[src/hdl/iaet_pkg.sv]
// ----------------------------------------------------------------------------
// iaet_pkg: shared types and constants of the idle-age eviction table
// ----------------------------------------------------------------------------
package iaet_pkg;

  localparam int unsigned EntriesDef = 16;
  localparam int unsigned NumRegs    = 7;
  localparam int unsigned CfgIdxW    = 3;
  localparam int unsigned CfgDataW   = 32;

  typedef enum logic [2:0] {
    CMD_CREATE  = 3'd0,
    CMD_DESTROY = 3'd1,
    CMD_LOAD    = 3'd2,
    CMD_UNLOAD  = 3'd3,
    CMD_LOCK    = 3'd4,
    CMD_UNLOCK  = 3'd5,
    CMD_FRAME   = 3'd6,
    CMD_NOP     = 3'd7
  } cmd_e;

  localparam logic [1:0] ACT_NONE   = 2'd0;
  localparam logic [1:0] ACT_LOAD   = 2'd1;
  localparam logic [1:0] ACT_UNLOAD = 2'd2;

  localparam logic [1:0] MODE_UNLOADED = 2'd0;
  localparam logic [1:0] MODE_LOADED   = 2'd1;
  localparam logic [1:0] MODE_LOCKED   = 2'd2;

  localparam logic [1:0] GC_NONE   = 2'd0;
  localparam logic [1:0] GC_CHECK  = 2'd1;
  localparam logic [1:0] GC_NORMAL = 2'd2;
  localparam logic [1:0] GC_ALERT  = 2'd3;

  localparam logic [1:0] ERR_OK     = 2'd0;
  localparam logic [1:0] ERR_UNUSED = 2'd1;
  localparam logic [1:0] ERR_INUSE  = 2'd2;

  localparam logic [2:0] REG_CHECK_INT  = 3'd0;
  localparam logic [2:0] REG_NORMAL_INT = 3'd1;
  localparam logic [2:0] REG_NORMAL_AGE = 3'd2;
  localparam logic [2:0] REG_ALERT_AGE  = 3'd3;
  localparam logic [2:0] REG_ALERT_MAX  = 3'd4;
  localparam logic [2:0] REG_SYS_LIMIT  = 3'd5;
  localparam logic [2:0] REG_TEX_LIMIT  = 3'd6;

  typedef struct packed {
    logic [2:0]  command;
    logic [3:0]  entry_index;
    logic [31:0] now;
    logic [6:0]  sysmem_load;
    logic [15:0] texmem_free;
  } cmd_t;

  typedef struct packed {
    logic [3:0] result_index;
    logic [1:0] action;
    logic [1:0] entry_status;
    logic [7:0] locks_held;
    logic [1:0] gc_mode;
    logic [1:0] error_code;
    logic       last;
  } res_t;

  // classified item handed from front to back
  typedef struct packed {
    cmd_e        cmd;
    logic [3:0]  idx;
    logic [31:0] now;
    logic        run_check;
    logic        alert;
    logic        collect;
  } job_t;

  typedef struct packed {
    logic [31:0] check_interval;
    logic [31:0] normal_interval;
    logic [31:0] normal_age;
    logic [31:0] alert_age;
    logic [4:0]  alert_max_count;
    logic [6:0]  sysmem_load_limit;
    logic [15:0] texmem_free_limit;
  } cfg_t;

  function automatic logic tick_before(logic [31:0] a, logic [31:0] b);
    logic [31:0] d;
    d = b - a;
    return (d != 32'd0) && !d[31];
  endfunction

endpackage

[src/hdl/iaet_if.sv]
// ----------------------------------------------------------------------------
// iaet_if: valid/ready channel carrying one payload
// ----------------------------------------------------------------------------
interface iaet_if #(
  parameter type T = logic
);
  logic valid;
  logic ready;
  T     data;

  modport source (output valid, output data, input ready);
  modport sink   (input valid, input data, output ready);
endinterface

[src/hdl/iaet_front.sv]
// ----------------------------------------------------------------------------
// iaet_front: accepts items, runs the frame timing checks, feeds the job queue
// ----------------------------------------------------------------------------
module iaet_front (
  input  logic                clk_i,
  input  logic                rst_ni,
  input  iaet_pkg::cmd_t      cmd_i,
  input  logic                cmd_valid_i,
  output logic                cmd_ready_o,
  input  iaet_pkg::cfg_t      cfg_i,
  output iaet_pkg::job_t      job_o,
  output logic                job_valid_o,
  input  logic                job_ready_i
);
  import iaet_pkg::*;

  logic [31:0] last_check_q, last_check_d;
  logic [31:0] last_collect_q, last_collect_d;
  logic        run_check, alert, collect;
  job_t        job_d;

  assign cmd_ready_o = job_ready_i;
  assign job_valid_o = cmd_valid_i;

  always_comb begin
    run_check = (cmd_i.command == CMD_FRAME) &&
                tick_before(last_check_q + cfg_i.check_interval, cmd_i.now);
    alert = (cmd_i.sysmem_load > cfg_i.sysmem_load_limit) ||
            (cmd_i.texmem_free < cfg_i.texmem_free_limit);
    collect = alert || tick_before(last_collect_q + cfg_i.normal_interval, cmd_i.now);
    last_check_d   = last_check_q;
    last_collect_d = last_collect_q;
    if (run_check) begin
      last_check_d = cmd_i.now;
      if (collect) begin
        last_collect_d = cmd_i.now;
      end
    end
    job_d.cmd       = cmd_e'(cmd_i.command);
    job_d.idx       = cmd_i.entry_index;
    job_d.now       = cmd_i.now;
    job_d.run_check = run_check;
    job_d.alert     = alert;
    job_d.collect   = collect;
  end

  assign job_o = job_d;

  always_ff @(posedge clk_i or negedge rst_ni) begin
    if (!rst_ni) begin
      last_check_q   <= '0;
      last_collect_q <= '0;
    end else if (cmd_valid_i && job_ready_i) begin
      last_check_q   <= last_check_d;
      last_collect_q <= last_collect_d;
    end
  end
endmodule

[src/hdl/iaet_queue.sv]
// ----------------------------------------------------------------------------
// iaet_queue: two-entry job queue between front and back
// ----------------------------------------------------------------------------
module iaet_queue (
  input  logic           clk_i,
  input  logic           rst_ni,
  input  iaet_pkg::job_t in_i,
  input  logic           in_valid_i,
  output logic           in_ready_o,
  output iaet_pkg::job_t out_o,
  output logic           out_valid_o,
  input  logic           out_ready_i
);
  import iaet_pkg::*;

  job_t       mem_q [2];
  logic       wptr_q, rptr_q;
  logic [1:0] cnt_q;
  logic       push, pop;

  assign in_ready_o  = (cnt_q != 2'd2);
  assign out_valid_o = (cnt_q != 2'd0);
  assign out_o       = mem_q[rptr_q];
  assign push        = in_valid_i && in_ready_o;
  assign pop         = out_valid_o && out_ready_i;

  always_ff @(posedge clk_i) begin
    if (push) begin
      mem_q[wptr_q] <= in_i;
    end
  end

  always_ff @(posedge clk_i or negedge rst_ni) begin
    if (!rst_ni) begin
      wptr_q <= 1'b0;
      rptr_q <= 1'b0;
      cnt_q  <= '0;
    end else begin
      if (push) wptr_q <= ~wptr_q;
      if (pop)  rptr_q <= ~rptr_q;
      cnt_q <= cnt_q + {1'b0, push} - {1'b0, pop};
    end
  end

`ifndef SYNTH
  a_no_overflow: assert property (@(posedge clk_i) disable iff (!rst_ni)
    cnt_q == 2'd2 |-> !push) else $error("queue overflow");
  a_no_underflow: assert property (@(posedge clk_i) disable iff (!rst_ni)
    cnt_q == 2'd0 |-> !pop) else $error("queue underflow");
  a_cnt_range: assert property (@(posedge clk_i) disable iff (!rst_ni)
    cnt_q != 2'd3) else $error("queue count out of range");
`endif
endmodule

[src/hdl/iaet_back.sv]
// ----------------------------------------------------------------------------
// iaet_back: entry table, command execution and collection sweeps
// ----------------------------------------------------------------------------
module iaet_back #(
  parameter int unsigned Entries = iaet_pkg::EntriesDef
) (
  input  logic           clk_i,
  input  logic           rst_ni,
  input  iaet_pkg::job_t job_i,
  input  logic           job_valid_i,
  output logic           job_ready_o,
  input  iaet_pkg::cfg_t cfg_i,
  output iaet_pkg::res_t res_o,
  output logic           res_valid_o,
  input  logic           res_ready_i
);
  import iaet_pkg::*;

  localparam int unsigned IdxW = $clog2(Entries);

  typedef enum logic [2:0] {
    ST_IDLE,
    ST_SWEEP,
    ST_PICK,
    ST_EMIT,
    ST_OUT
  } state_e;

  state_e          state_q;
  logic [Entries-1:0] in_use_q, cand_q;
  logic [1:0]      mode_q  [Entries];
  logic [7:0]      locks_q [Entries];
  logic [31:0]     luse_q  [Entries];
  job_t            job_q;
  logic [IdxW-1:0] scan_q;
  logic [IdxW-1:0] best_q;
  logic            best_ok_q;
  logic [31:0]     bage_q;
  logic [4:0]      picked_q;
  logic            pend_q;
  res_t            pend_res_q;
  res_t            res_q;
  logic            res_valid_q;

  logic            in_range;
  logic [IdxW-1:0] ji;
  logic            live;
  logic [31:0]     scan_age;
  logic            scan_loaded;
  logic            out_free;
  logic            sweeping;
  logic            norm_hit;
  logic            alert_hit;
  logic            sweep_go;
  logic            emit_go;
  logic [IdxW-1:0] ev_idx;
  res_t            evict_res;
  res_t            fin_res;
  logic            res_load;

  assign ji          = IdxW'(job_i.idx);
  assign in_range    = ({28'd0, job_i.idx} < 32'(Entries));
  assign live        = in_range && in_use_q[ji];
  assign scan_age    = job_q.now - luse_q[scan_q];
  assign scan_loaded = in_use_q[scan_q] && (mode_q[scan_q] == MODE_LOADED);
  assign out_free    = !res_valid_q || res_ready_i;
  assign job_ready_o = (state_q == ST_IDLE) && out_free;
  assign res_o       = res_q;
  assign res_valid_o = res_valid_q;

  assign sweeping  = job_q.run_check && (job_q.alert || job_q.collect);
  assign norm_hit  = scan_loaded &&
                     tick_before(luse_q[scan_q], job_q.now - cfg_i.normal_age);
  assign alert_hit = scan_loaded && job_q.alert &&
                     tick_before(luse_q[scan_q], job_q.now - cfg_i.alert_age);
  // a held eviction leaves once the next one is known, or at the end of the frame
  assign sweep_go  = !(norm_hit && pend_q && !out_free);
  assign emit_go   = !pend_q || out_free;
  assign ev_idx    = (state_q == ST_EMIT) ? best_q : scan_q;

  always_comb begin
    evict_res              = '0;
    evict_res.result_index = 4'(ev_idx);
    evict_res.action       = ACT_UNLOAD;
    evict_res.entry_status = MODE_UNLOADED;
    evict_res.locks_held   = locks_q[ev_idx];
    evict_res.gc_mode      = job_q.alert ? GC_ALERT : GC_NORMAL;
    evict_res.error_code   = ERR_OK;
    evict_res.last         = 1'b0;
  end

  always_comb begin
    fin_res      = pend_res_q;
    fin_res.last = 1'b1;
    if (!pend_q) begin
      fin_res              = '0;
      fin_res.result_index = '0;
      fin_res.action       = ACT_NONE;
      fin_res.entry_status = MODE_UNLOADED;
      fin_res.locks_held   = '0;
      fin_res.gc_mode      = !job_q.run_check ? GC_NONE :
                             job_q.alert ? GC_ALERT :
                             job_q.collect ? GC_NORMAL : GC_CHECK;
      fin_res.error_code   = ERR_OK;
      fin_res.last         = 1'b1;
    end
  end

  always_comb begin
    case (state_q)
      ST_IDLE:  res_load = job_valid_i && job_ready_o && (job_i.cmd != CMD_FRAME);
      ST_SWEEP: res_load = sweeping && norm_hit && pend_q && out_free;
      ST_EMIT:  res_load = best_ok_q && pend_q && out_free;
      ST_OUT:   res_load = out_free;
      default:  res_load = 1'b0;
    endcase
  end

  always_ff @(posedge clk_i) begin
    if (state_q == ST_IDLE && job_valid_i && job_ready_o && job_i.cmd != CMD_FRAME &&
        live && (job_i.cmd == CMD_LOAD || job_i.cmd == CMD_LOCK ||
                 job_i.cmd == CMD_UNLOCK)) begin
      luse_q[ji] <= job_i.now;
    end else if (state_q == ST_IDLE && job_valid_i && job_ready_o &&
                 job_i.cmd == CMD_CREATE && in_range && !in_use_q[ji]) begin
      luse_q[ji] <= job_i.now;
    end
  end

  always_ff @(posedge clk_i or negedge rst_ni) begin
    if (!rst_ni) begin
      state_q     <= ST_IDLE;
      in_use_q    <= '0;
      cand_q      <= '0;
      for (int i = 0; i < Entries; i++) begin
        mode_q[i]  <= MODE_UNLOADED;
        locks_q[i] <= '0;
      end
      job_q       <= '0;
      scan_q      <= '0;
      best_q      <= '0;
      best_ok_q   <= 1'b0;
      bage_q      <= '0;
      picked_q    <= '0;
      pend_q      <= 1'b0;
      pend_res_q  <= '0;
      res_q       <= '0;
      res_valid_q <= 1'b0;
    end else begin
      res_valid_q <= res_load || (res_valid_q && !res_ready_i);
      unique case (state_q)
        ST_IDLE: begin
          if (job_valid_i && job_ready_o) begin
            job_q <= job_i;
            if (job_i.cmd == CMD_FRAME) begin
              scan_q   <= '0;
              cand_q   <= '0;
              picked_q <= '0;
              state_q  <= ST_SWEEP;
            end else begin
              logic [1:0] act, err, md;
              logic [7:0] lk;
              act = ACT_NONE;
              err = ERR_OK;
              md  = in_range ? mode_q[ji] : MODE_UNLOADED;
              lk  = in_range ? locks_q[ji] : 8'd0;
              case (job_i.cmd)
                CMD_CREATE: begin
                  if (live) err = ERR_INUSE;
                  else if (!in_range) err = ERR_UNUSED;
                  else begin
                    in_use_q[ji] <= 1'b1;
                    md = MODE_UNLOADED;
                    lk = 8'd0;
                  end
                end
                CMD_DESTROY, CMD_LOAD, CMD_UNLOAD, CMD_LOCK, CMD_UNLOCK: begin
                  if (!live) err = ERR_UNUSED;
                  else begin
                    case (job_i.cmd)
                      CMD_DESTROY: begin
                        in_use_q[ji] <= 1'b0;
                        md = MODE_UNLOADED;
                        lk = 8'd0;
                      end
                      CMD_LOAD: begin
                        if (md == MODE_UNLOADED) begin
                          md  = MODE_LOADED;
                          act = ACT_LOAD;
                        end
                      end
                      CMD_UNLOAD: begin
                        if (md == MODE_LOADED) begin
                          md  = MODE_UNLOADED;
                          act = ACT_UNLOAD;
                        end
                      end
                      CMD_LOCK: begin
                        if (md == MODE_UNLOADED) act = ACT_LOAD;
                        md = MODE_LOCKED;
                        if (lk != 8'hff) lk = lk + 8'd1;
                      end
                      default: begin
                        if (md == MODE_LOCKED) begin
                          if (lk != 8'd0) lk = lk - 8'd1;
                          if (lk == 8'd0) md = MODE_LOADED;
                        end
                      end
                    endcase
                  end
                end
                default: ;
              endcase
              if (in_range) begin
                mode_q[ji]  <= md;
                locks_q[ji] <= lk;
              end
              res_q.result_index <= job_i.idx;
              res_q.action       <= act;
              res_q.entry_status <= md;
              res_q.locks_held   <= lk;
              res_q.gc_mode      <= GC_NONE;
              res_q.error_code   <= err;
              res_q.last         <= 1'b1;
            end
          end
        end
        ST_SWEEP: begin
          if (!sweeping) begin
            state_q <= ST_OUT;
          end else if (sweep_go) begin
            if (norm_hit) begin
              mode_q[scan_q] <= MODE_UNLOADED;
              if (pend_q) res_q <= pend_res_q;
              pend_res_q <= evict_res;
              pend_q     <= 1'b1;
            end else if (alert_hit) begin
              cand_q[scan_q] <= 1'b1;
            end
            if (32'(scan_q) == Entries - 1) begin
              scan_q    <= '0;
              best_ok_q <= 1'b0;
              state_q   <= job_q.alert ? ST_PICK : ST_OUT;
            end else begin
              scan_q <= scan_q + IdxW'(1);
            end
          end
        end
        ST_PICK: begin
          if (picked_q >= cfg_i.alert_max_count) begin
            state_q <= ST_OUT;
          end else begin
            if (cand_q[scan_q] && (!best_ok_q || scan_age > bage_q)) begin
              best_q    <= scan_q;
              bage_q    <= scan_age;
              best_ok_q <= 1'b1;
            end
            if (32'(scan_q) == Entries - 1) begin
              scan_q  <= '0;
              state_q <= ST_EMIT;
            end else begin
              scan_q <= scan_q + IdxW'(1);
            end
          end
        end
        ST_EMIT: begin
          if (!best_ok_q) begin
            state_q <= ST_OUT;
          end else if (emit_go) begin
            cand_q[best_q] <= 1'b0;
            mode_q[best_q] <= MODE_UNLOADED;
            if (pend_q) res_q <= pend_res_q;
            pend_res_q <= evict_res;
            pend_q     <= 1'b1;
            picked_q   <= picked_q + 5'd1;
            best_ok_q  <= 1'b0;
            state_q    <= ST_PICK;
          end
        end
        ST_OUT: begin
          if (out_free) begin
            res_q   <= fin_res;
            pend_q  <= 1'b0;
            state_q <= ST_IDLE;
          end
        end
        default: state_q <= ST_IDLE;
      endcase
    end
  end

`ifndef SYNTH
  a_one_hot_out: assert property (@(posedge clk_i) disable iff (!rst_ni)
    res_valid_q && !res_ready_i |=> res_valid_q) else $error("result dropped");
  a_pend_only_frame: assert property (@(posedge clk_i) disable iff (!rst_ni)
    pend_q |-> state_q != ST_IDLE) else $error("pending result while idle");
  a_pick_limit: assert property (@(posedge clk_i) disable iff (!rst_ni)
    picked_q <= 5'd16) else $error("too many alert evictions");
`endif
endmodule

[src/hdl/idle_age_eviction_table_top.sv]
// ----------------------------------------------------------------------------
// idle_age_eviction_table_top: idle-age eviction table
// An entry command returns its one result via the job queue register and the
// result register when the back end is free. A frame check walks the table one
// entry a cycle while the output is not stalled: a sweep over all ENTRIES, then
// in alert collection one pass over the table for each age-ordered eviction and
// one more pass when fewer than alert_max_count entries qualify, with the scans
// done by the single scan unit; a stalled output stretches this. The job queue
// takes up to two more items while a frame runs.
// ----------------------------------------------------------------------------
module idle_age_eviction_table_top #(
  parameter int unsigned Entries = iaet_pkg::EntriesDef
) (
  input  logic                          clk_i,
  input  logic                          rst_ni,
  iaet_if.sink                          in_if,
  iaet_if.source                        out_if,
  input  logic                          cfg_we_i,
  input  logic [iaet_pkg::CfgIdxW-1:0]  cfg_idx_i,
  input  logic [iaet_pkg::CfgDataW-1:0] cfg_data_i
);
  import iaet_pkg::*;

  cfg_t cfg_q;
  job_t fr_job, q_out;
  logic fr_valid, fr_ready, q_valid, q_ready;

  always_ff @(posedge clk_i or negedge rst_ni) begin
    if (!rst_ni) begin
      cfg_q.check_interval    <= 32'd3000;
      cfg_q.normal_interval   <= 32'd60000;
      cfg_q.normal_age        <= 32'd120000;
      cfg_q.alert_age         <= 32'd3000;
      cfg_q.alert_max_count   <= 5'd10;
      cfg_q.sysmem_load_limit <= 7'd90;
      cfg_q.texmem_free_limit <= 16'd2;
    end else if (cfg_we_i) begin
      case (cfg_idx_i)
        REG_CHECK_INT:  cfg_q.check_interval    <= cfg_data_i;
        REG_NORMAL_INT: cfg_q.normal_interval   <= cfg_data_i;
        REG_NORMAL_AGE: cfg_q.normal_age        <= cfg_data_i;
        REG_ALERT_AGE:  cfg_q.alert_age         <= cfg_data_i;
        REG_ALERT_MAX:  cfg_q.alert_max_count   <= cfg_data_i[4:0];
        REG_SYS_LIMIT:  cfg_q.sysmem_load_limit <= cfg_data_i[6:0];
        REG_TEX_LIMIT:  cfg_q.texmem_free_limit <= cfg_data_i[15:0];
        default: ;
      endcase
    end
  end

  iaet_front u_front (
    .clk_i, .rst_ni,
    .cmd_i(in_if.data), .cmd_valid_i(in_if.valid), .cmd_ready_o(in_if.ready),
    .cfg_i(cfg_q), .job_o(fr_job), .job_valid_o(fr_valid), .job_ready_i(fr_ready)
  );

  iaet_queue u_queue (
    .clk_i, .rst_ni,
    .in_i(fr_job), .in_valid_i(fr_valid), .in_ready_o(fr_ready),
    .out_o(q_out), .out_valid_o(q_valid), .out_ready_i(q_ready)
  );

  iaet_back #(.Entries(Entries)) u_back (
    .clk_i, .rst_ni,
    .job_i(q_out), .job_valid_i(q_valid), .job_ready_o(q_ready),
    .cfg_i(cfg_q), .res_o(out_if.data), .res_valid_o(out_if.valid),
    .res_ready_i(out_if.ready)
  );
endmodule

[src/flat_wrapper.sv]
// flat-port wrapper written by rule: the top's interface ports become plain ports
module idle_age_eviction_table_top_flat import iaet_pkg::*;
#(
  parameter int unsigned Entries = iaet_pkg::EntriesDef
)
  (clk_i, rst_ni, cfg_we_i, cfg_idx_i, cfg_data_i, in_if_valid, in_if_data, in_if_ready, out_if_valid, out_if_data, out_if_ready);
  iaet_if #(.T(cmd_t)) in_if_i ();
  iaet_if #(.T(res_t)) out_if_i ();
  input  logic clk_i;
  input  logic rst_ni;
  input  logic cfg_we_i;
  input  logic [iaet_pkg::CfgIdxW-1:0] cfg_idx_i;
  input  logic [iaet_pkg::CfgDataW-1:0] cfg_data_i;
  input wire logic [$bits(in_if_i.valid)-1:0] in_if_valid;
  input wire logic [$bits(in_if_i.data)-1:0] in_if_data;
  output wire logic [$bits(in_if_i.ready)-1:0] in_if_ready;
  output wire logic [$bits(out_if_i.valid)-1:0] out_if_valid;
  output wire logic [$bits(out_if_i.data)-1:0] out_if_data;
  input wire logic [$bits(out_if_i.ready)-1:0] out_if_ready;
  assign in_if_i.valid = in_if_valid;
  assign in_if_i.data = in_if_data;
  assign in_if_ready = in_if_i.ready;
  assign out_if_valid = out_if_i.valid;
  assign out_if_data = out_if_i.data;
  assign out_if_i.ready = out_if_ready;
  idle_age_eviction_table_top #(.Entries(Entries)) u_core (.clk_i(clk_i), .rst_ni(rst_ni), .in_if(in_if_i), .out_if(out_if_i), .cfg_we_i(cfg_we_i), .cfg_idx_i(cfg_idx_i), .cfg_data_i(cfg_data_i));
endmodule
[config.mk]
export PLATFORM = sky130hd
export DESIGN_NAME = idle_age_eviction_table_top_flat
export DESIGN_NICKNAME = d
export VERILOG_FILES = /design/src/hdl/iaet_pkg.sv /design/src/hdl/iaet_if.sv /design/src/hdl/iaet_front.sv /design/src/hdl/iaet_queue.sv /design/src/hdl/iaet_back.sv /design/src/hdl/idle_age_eviction_table_top.sv /design/src/flat_wrapper.sv
export SDC_FILE = /design/constraint.sdc
export NUM_CORES = 2
export LEC_CHECK = 0
export BUFFER_PORTS_ARGS = -buffer_cell sky130_fd_sc_hd__buf_4
export CAP_MARGIN = 0
export CORE_UTILIZATION = 55
export DETAILED_ROUTE_END_ITERATION = 10
export PLACE_DENSITY = 0.8
export SLEW_MARGIN = 20
export SYNTH_ARGS = -nofsm -noshare
export SYNTH_HDL_FRONTEND = slang
export SYNTH_HIERARCHICAL = 1
export SYNTH_SLANG_ARGS = --single-unit
export TNS_END_PERCENT = 100
[constraint.sdc]
create_clock -name clk_i -period 14 [get_ports clk_i]
set_input_delay 2.1 -clock clk_i [delete_from_list [all_inputs] [get_ports clk_i]]
set_output_delay 2.1 -clock clk_i [all_outputs]
set_load 0.1 [all_outputs]
Word level (Yosys, flattened, before mapping) --
Memory sizes are Yosys's and may differ from the RTL's. Cells that the tools add are included. Widths: inputs -> output; s select.
Word-level totals: bits in registers 544, RAM bits 596, input port bits 102, output and inout bits 23, memories kept 2
Operators by class: add/subtract/negate cells 15, magnitude comparators 17, equal/unequal tests 45, multiplexer cells 161, bitwise operators 19, reduce and logical (&&, ||, !) cells 100
Memories:
- u_core.u_back.luse_q | words 16, bits a word 32, read ports 1, clocked after memory_dff 0, write ports 1, RTL line iaet_back.sv:33 | logic [31:0] luse_q [Entries];
- u_core.u_queue.mem_q | words 2, bits a word 42, read ports 1, clocked after memory_dff 0, write ports 1, RTL line iaet_queue.sv:16 | job_t mem_q [2];
Operators with widths (number):
- $mux 21 | 15
- $mux 32 | 8
- $sub 32x32->32 | 7
- $mux 16 | 11
- $mux 8 | 20
- $bwmux 128 | 1
- $reduce_bool 32->1 | 4
- $pmux 32 s3 | 1
- $pmux 21 s4 | 1
- $add 32x32->32 | 2
- $and 32x32->32 | 2
- $bmux 8 s4 | 2
- $not 32->32 | 2
- $pmux 16 s3 | 1
- $mux 2 | 23
- $pmux 21 s2 | 1
- $logic_and 1x1->1 | 36
- $mux 3 | 11
- $and 16x16->16 | 2
- $bwmux 32 | 1
- $demux 8 s4 | 1
- $gt 32x32->1 | 1
- $ne 2x2->1 const B | 16
- $not 16->16 | 2
- 62 further kinds | 186

Longest topological paths before layout --
An unclocked memory read counts as a cell.
depth after elaboration 27, depth in mapped cells 34

By module --
Netlist, hierarchy kept.
By module, submodules not included:
- iaet_back | instances 1, cells each 3528, area each 44343.8 µm², seq. area each 23207.3 µm²
- iaet_front | instances 1, cells each 1200, area each 10242.3 µm², seq. area each 1601.5 µm²
- idle_age_eviction_table_top | instances 1, cells each 338, area each 5947.0 µm², seq. area each 3947.5 µm²
- iaet_queue | instances 1, cells each 148, area each 3397.0 µm², seq. area each 2622.5 µm²

Worst setup path before layout --
OpenSTA, ideal clock, no wires.
kind flip-flop to flip-flop, start register u_core.u_back.scan_q[0], end register u_core.u_back.bage_q[30], arrival 8226 ps, required time 13873 ps, slack 5647 ps, stages on the path, launching flop included 33, buffers on the path 6, clock period less this slack 8353 ps, path through dfrtp_1 > clkbuf_1 > clkbuf_1 > clkbuf_1 > buf_1 > mux4_2 > mux4_2 > inv_1 > ha_1 > a21o_1 > a21o_1 > a211o_1 > o211ai_1 > a31oi_1 > o41ai_1 > o211ai_1 > o31a_1 > o21ai_0 > nand2b_1 > xor2_1 > ha_1 > a21o_1 > a21o_1 > a21o_1 > a21oi_1 > nor2b_1 > o211ai_1 > nand4b_1 > or4_1 > and3_1 > clkbuf_1 > clkbuf_1 > mux2_1
On the way: longest elaborated chain between the ends 6, elaborated cells on any way between the ends 8, those cells by class 1 x add/sub; 1 x order compare; 2 x mux; 3 x reduce/logical; 1 x memory
Ends and longest elaborated chain:
- start, declared | RTL line iaet_back.sv:35 | logic [IdxW-1:0] scan_q;
- start signal, assigned | RTL line iaet_back.sv:245 | scan_q <= scan_q + IdxW'(1);
- start signal, assigned | RTL line iaet_back.sv:262 | scan_q <= scan_q + IdxW'(1);
- $mem_v2 16x32
- $sub 32x32->32 | RTL line iaet_back.sv:64 | assign scan_age = job_q.now - luse_q[scan_q];
- net u_core.u_back.scan_age[24] | RTL line iaet_back.sv:48 | logic [31:0] scan_age;
- $gt 32x32->1 | RTL line iaet_back.sv:253 | if (cand_q[scan_q] && (!best_ok_q || scan_age > bage_q)) begin
- $logic_or 1x1->1 | RTL line iaet_back.sv:253
- $logic_and 1x1->1 | RTL line iaet_back.sv:253
- $reduce_and 3->1 (no line)
- end signal, assigned | RTL line iaet_back.sv:255 | bage_q <= scan_age;
- end, declared | RTL line iaet_back.sv:38 | logic [31:0] bage_q;
The timed path passes the listed nets, and every way through them passes these cells. The select of a mux whose other input is x is not followed. A chain may end at the register's enable or synchronous reset.

Worst setup path in the final report --
start register u_core.u_back.scan_q[1], end register u_core.u_back.best_q[3]
On the way: longest elaborated chain between the ends 6, elaborated cells on any way between the ends 8, those cells by class 1 x add/sub; 1 x order compare; 2 x mux; 3 x reduce/logical; 1 x memory
Ends and longest elaborated chain:
- $mem_v2 16x32
- $sub 32x32->32 | RTL line iaet_back.sv:64
- net u_core.u_back.scan_age[28] | RTL line iaet_back.sv:48
- $gt 32x32->1 | RTL line iaet_back.sv:253
- $logic_or 1x1->1 | RTL line iaet_back.sv:253
- $logic_and 1x1->1 | RTL line iaet_back.sv:253
- $reduce_and 3->1 (no line)
- end signal, assigned | RTL line iaet_back.sv:254 | best_q <= scan_q;
- end, declared | RTL line iaet_back.sv:36 | logic [IdxW-1:0] best_q;
The timed path passes the listed nets, and every way through them passes these cells. The select of a mux whose other input is x is not followed.

==> results summary <==
Once routing completed, OpenROAD measured the worst setup slack at 4.97 ns. The type of the worst setup path is reg2reg. The final weighted congestion in routability-driven placement came out at 0.977. The pin count of the biggest net entering global routing is 178. The starting utilization of the core area came out at 55.7%. In the synthesized netlist the dominant register cell turns out to be sky130_fd_sc_hd__edfxtp_1. Counting flops and latches in the post-synthesis netlist gives 1133.

The antenna diode instance count came out at 0. STA puts the critical path data required time at 14.57 ns. In this run the deepest clock path goes through 3 buffers. Summed over all layers, the global routing overflow is 0. The width of the die came out at 343 um. Ranked by instance count, the synthesized netlist is headed by 596 x sky130_fd_sc_hd__edfxtp_1, 502 x sky130_fd_sc_hd__dfrtp_1, 447 x sky130_fd_sc_hd__nand2_1. The ratio of final minimum period to clock period is 64.5%. The post-synthesis to final-layout area growth came out at 8.93%. The max-cap check violation count is 0. The tree is rooted in a sky130_fd_sc_hd__clkbuf_16. The worst min-delay path category is reg2reg.

The latest clock arrival within the worst-skew pair is 0.74 ns. The sort of element at the end of the critical path is a flip-flop. The fraction of the core area covered by cells at the end of the flow came out at 60.7%. The family of cells with the greatest summed delay on the critical path is compound AO/OA/AOI/OAI gates. The slew at the pin closest to its max-slew limit is 1.14 ns. The mapped netlist covers 63900 um^2. TritonCTS built the clock tree. The post-synthesis sequential area ratio came out at 49.1%.

The post-synthesis instance total is 5214. The count of endpoints failing setup in the final report is 0. The number of flops mapped to enable cells by yosys came out at 596. The boundary pin count came out at 125. The average cell area after synthesis is 12.3 um^2. The synthesized netlist contains 118 unique library cells. The floorplan step defined a core boundary enclosing 115000 um^2. Setup total negative slack on the finished layout was measured at 0 ns. The number of hold violations in the final report came out at 0.

The final-layout fill cell count is 8695. After the last flow step, the layout net total stands at 5661. The highest fanout seen on the critical path came out at 70.

The most common cell in the synthesized netlist is sky130_fd_sc_hd__edfxtp_1. The number of iterations in the first detailed-routing pass is 8. The multi-input combinational cells in the finished layout cover a total of 29500 um^2.

The row count is 124. The post-cts sizing count came out at 0. Dividing the detail-routed wire length by the instance count gives 26.7 um. The clock period minus worst slack came out at 9.03 ns. The via count of the first global-routing pass was 43700. The number of buffers inserted by post-CTS setup repair is 0. The fraction of registers with async set or reset after synthesis is 47.4%. Dividing the detail-routed via count by the number of cells gives 6.52.

Across every metal layer, demand over resource in global routing totals 30.8%. Yosys printed 6 warnings. In the post-synthesis netlist, the biggest area contributors are sky130_fd_sc_hd__edfxtp_1 28%, sky130_fd_sc_hd__dfrtp_1 20%, sky130_fd_sc_hd__mux4_2 8.0%.

The number of nets in the synthesized netlist came out at 5673. The HPWL after detailed placement came out at 123 mm. At the placement stage, the worst setup path has a slack of 4.91 ns. The detailed router's first-iteration violation count is 5217.

The worst setup path is launched from a flip-flop. The floorplan die area came out at 118000 um^2. The critical path goes through buf_4 > buf_4 > mux4_2 > mux4_2 > inv_1 > ha_1 > and3_1 > nand3_1 > a31oi_1 > o41ai_1 > o211ai_1 > o311ai_1 > a21oi_1 > a21oi_1 > xnor2_1 > ha_1 > nand4_1 > nor4_1 > nand2_1 > a211oi_1 > or4_1 > and3_4 > mux2_2. Summing over every cut layer, the via total after detailed routing is 44400. The total count of max-transition violations in the final report is 0. Of the cells placed in the final design, the portion with a size suffix greater than 1 is 20.4%. The synthesized design devotes to its leading area cell type 28.0% of total area. Registers take 31400 um^2. The number of buffers added to fix hold violations after cts came out at 0. The H-tree generated during clock tree synthesis spans 3 levels. The aggregate routed wire length is 182 mm. The CTS buffer count came out at 109. The flow ran to the end, and the final reports show no timing, DRC or antenna violations. The worst pin sits at a relative slew slack of 23.5%. Input and output buffers added on the ports amount to 124. For the worst setup path, the data arrival time is 9.60 ns. The slowest stage of the critical path is the sky130_fd_sc_hd__buf_4 cell. Counting every sink on the clock net gives 1133.

The number of antenna violations at the first check in global routing came out at 1. Setup repair after global routing left no endpoint under its margin. The worst setup skew after layout is 0.0667 ns. The die extent in y is 343 um. In this run the remaining antenna-violating nets after routing total 0. The maximum frequency from static timing analysis came out at 111 MHz.

The first-pass GRT wire length is 273 mm. The sum of buffers and inverters on the critical path came out at 3. On the worst path, the slowest cell contributes a delay of 0.88 ns. The largest area contributor in the synthesized netlist is sky130_fd_sc_hd__edfxtp_1. The count of unresolved DRC violations after routing came out at 0. The smallest hold slack came out at 0.481 ns. The clock-pin slew reported for the worst setup and hold paths after clock tree synthesis came out at 0.06 ns.
[metal layers]
metal  share of wire [%]  vias up  global-route usage [%]
met4                 4.8        2                    13.7
li1                    -    19200                       -
met2                  47     2393                    48.8
met5              0.0066        -                       0
met1                  40    22300                    42.3
met3                 8.2      451                    4.73
[through the flow]
stage | cell area (um^2) | std cells
6_report | 69600 | 6810
5_1_grt | 69600 | 6810
4_1_cts | 69600 | 6810
3_5_place_dp | 65700 | 6603
3_3_place_gp | 65700 | 6603
2_1_floorplan | 63900 | 5214
[flip-flops by register name, summed over array words and instances (netlist names), 14 cells and up, named ones only]
signal and cells:
u_core/cfg_q 156, u_core/u_back/bage_q 32, u_core/u_back/cand_q 16, u_core/u_back/job_q 35, u_core/u_back/locks_q 128, u_core/u_back/luse_q 512
u_core/u_back/mode_q 32, u_core/u_back/pend_res_q 14, u_core/u_back/res_o 21, u_core/u_front/last_check_q 32, u_core/u_front/last_collect_q 32, u_core/u_queue/mem_q 84
[worst paths after layout]
path,depth (start not counted),start,slack (ns),to
max in group asynchronous,4,rst_ni,9.53,u_core/u_back/cand_q[6]
setup / recovery,23,u_core/u_back/scan_q[1],4.97,u_core/u_back/best_q[3]
hold reg to reg,1,u_core/u_back/pend_res_q[4],0.48,u_core/u_back/pend_res_q[4]
setup reg to reg,23,u_core/u_back/scan_q[1],4.97,u_core/u_back/best_q[3]
hold / removal,1,u_core/u_back/pend_res_q[4],0.48,u_core/u_back/pend_res_q[4]
min in group asynchronous,1,rst_ni,1.42,async pin
[cell type report]
class	instances	area share, %
clock buffers	152	4.34
clock inverters	55	1.24
inverters	440	2.37
multi-input cells	3342	42.3
flip-flops and latches	1133	45.1
well taps	1512	2.72
repair buffers	176	1.95
[worst reg2reg max path, cell delays in order (launching register included)]
cell and delay, ns:
sky130_fd_sc_hd__dfrtp_4 0.61, sky130_fd_sc_hd__buf_4 0.76, sky130_fd_sc_hd__buf_4 0.97, sky130_fd_sc_hd__mux4_2 0.54
sky130_fd_sc_hd__mux4_2 0.55, sky130_fd_sc_hd__inv_1 0.14, sky130_fd_sc_hd__ha_1 0.29, sky130_fd_sc_hd__and3_1 0.19
sky130_fd_sc_hd__nand3_1 0.12, sky130_fd_sc_hd__a31oi_1 0.15, sky130_fd_sc_hd__o41ai_1 0.75, sky130_fd_sc_hd__o211ai_1 0.31
sky130_fd_sc_hd__o311ai_1 0.56, sky130_fd_sc_hd__a21oi_1 0.13, sky130_fd_sc_hd__a21oi_1 0.20, sky130_fd_sc_hd__xnor2_1 0.11
sky130_fd_sc_hd__ha_1 0.32, sky130_fd_sc_hd__nand4_1 0.13, sky130_fd_sc_hd__nor4_1 0.49, sky130_fd_sc_hd__nand2_1 0.16
sky130_fd_sc_hd__a211oi_1 0.20, sky130_fd_sc_hd__or4_1 0.18, sky130_fd_sc_hd__and3_4 0.64, sky130_fd_sc_hd__mux2_2 0.43
[cell families after synthesis]
kind of cell	Yosys count	share of synthesized area (%)
AND/OR/NAND/NOR	1220	9.33
flip-flops	1133	49.1
AO/OA/AOI/OAI	1032	10.9
buffers and inverters	739	5.16
multiplexers	646	15.9
adder cells (fa/ha/maj)	357	8.45
XOR/XNOR	87	1.20
[layout by cell type (no fill, tap or decap), drive strengths merged, types with 24 or more instances in the layout]
master and n:
and3 61, mux4 226, or3 24, a2111oi 24
nand3 96, nand2b 50, nand4 61, fa 125
a311oi 32, clkinv 26, a21oi 243, dfstp 35
o21a 39, nor4 26, edfxtp 596, nor2 247
mux2 390, nor2b 41, o21ai 264, a211oi 35
o2bb2ai 36, buf 176, o211ai 29, xor2 33
a31oi 47, dfrtp 502, and2 26, inv 443
nor3 50, a21o 68, ha 232, clkbuf 152
nand2 448, mux2i 30, xnor2 54
Power is left out: the tool's default activity adds up to more than one toggle a clock period on the data nets, which glitch-free logic cannot reach.
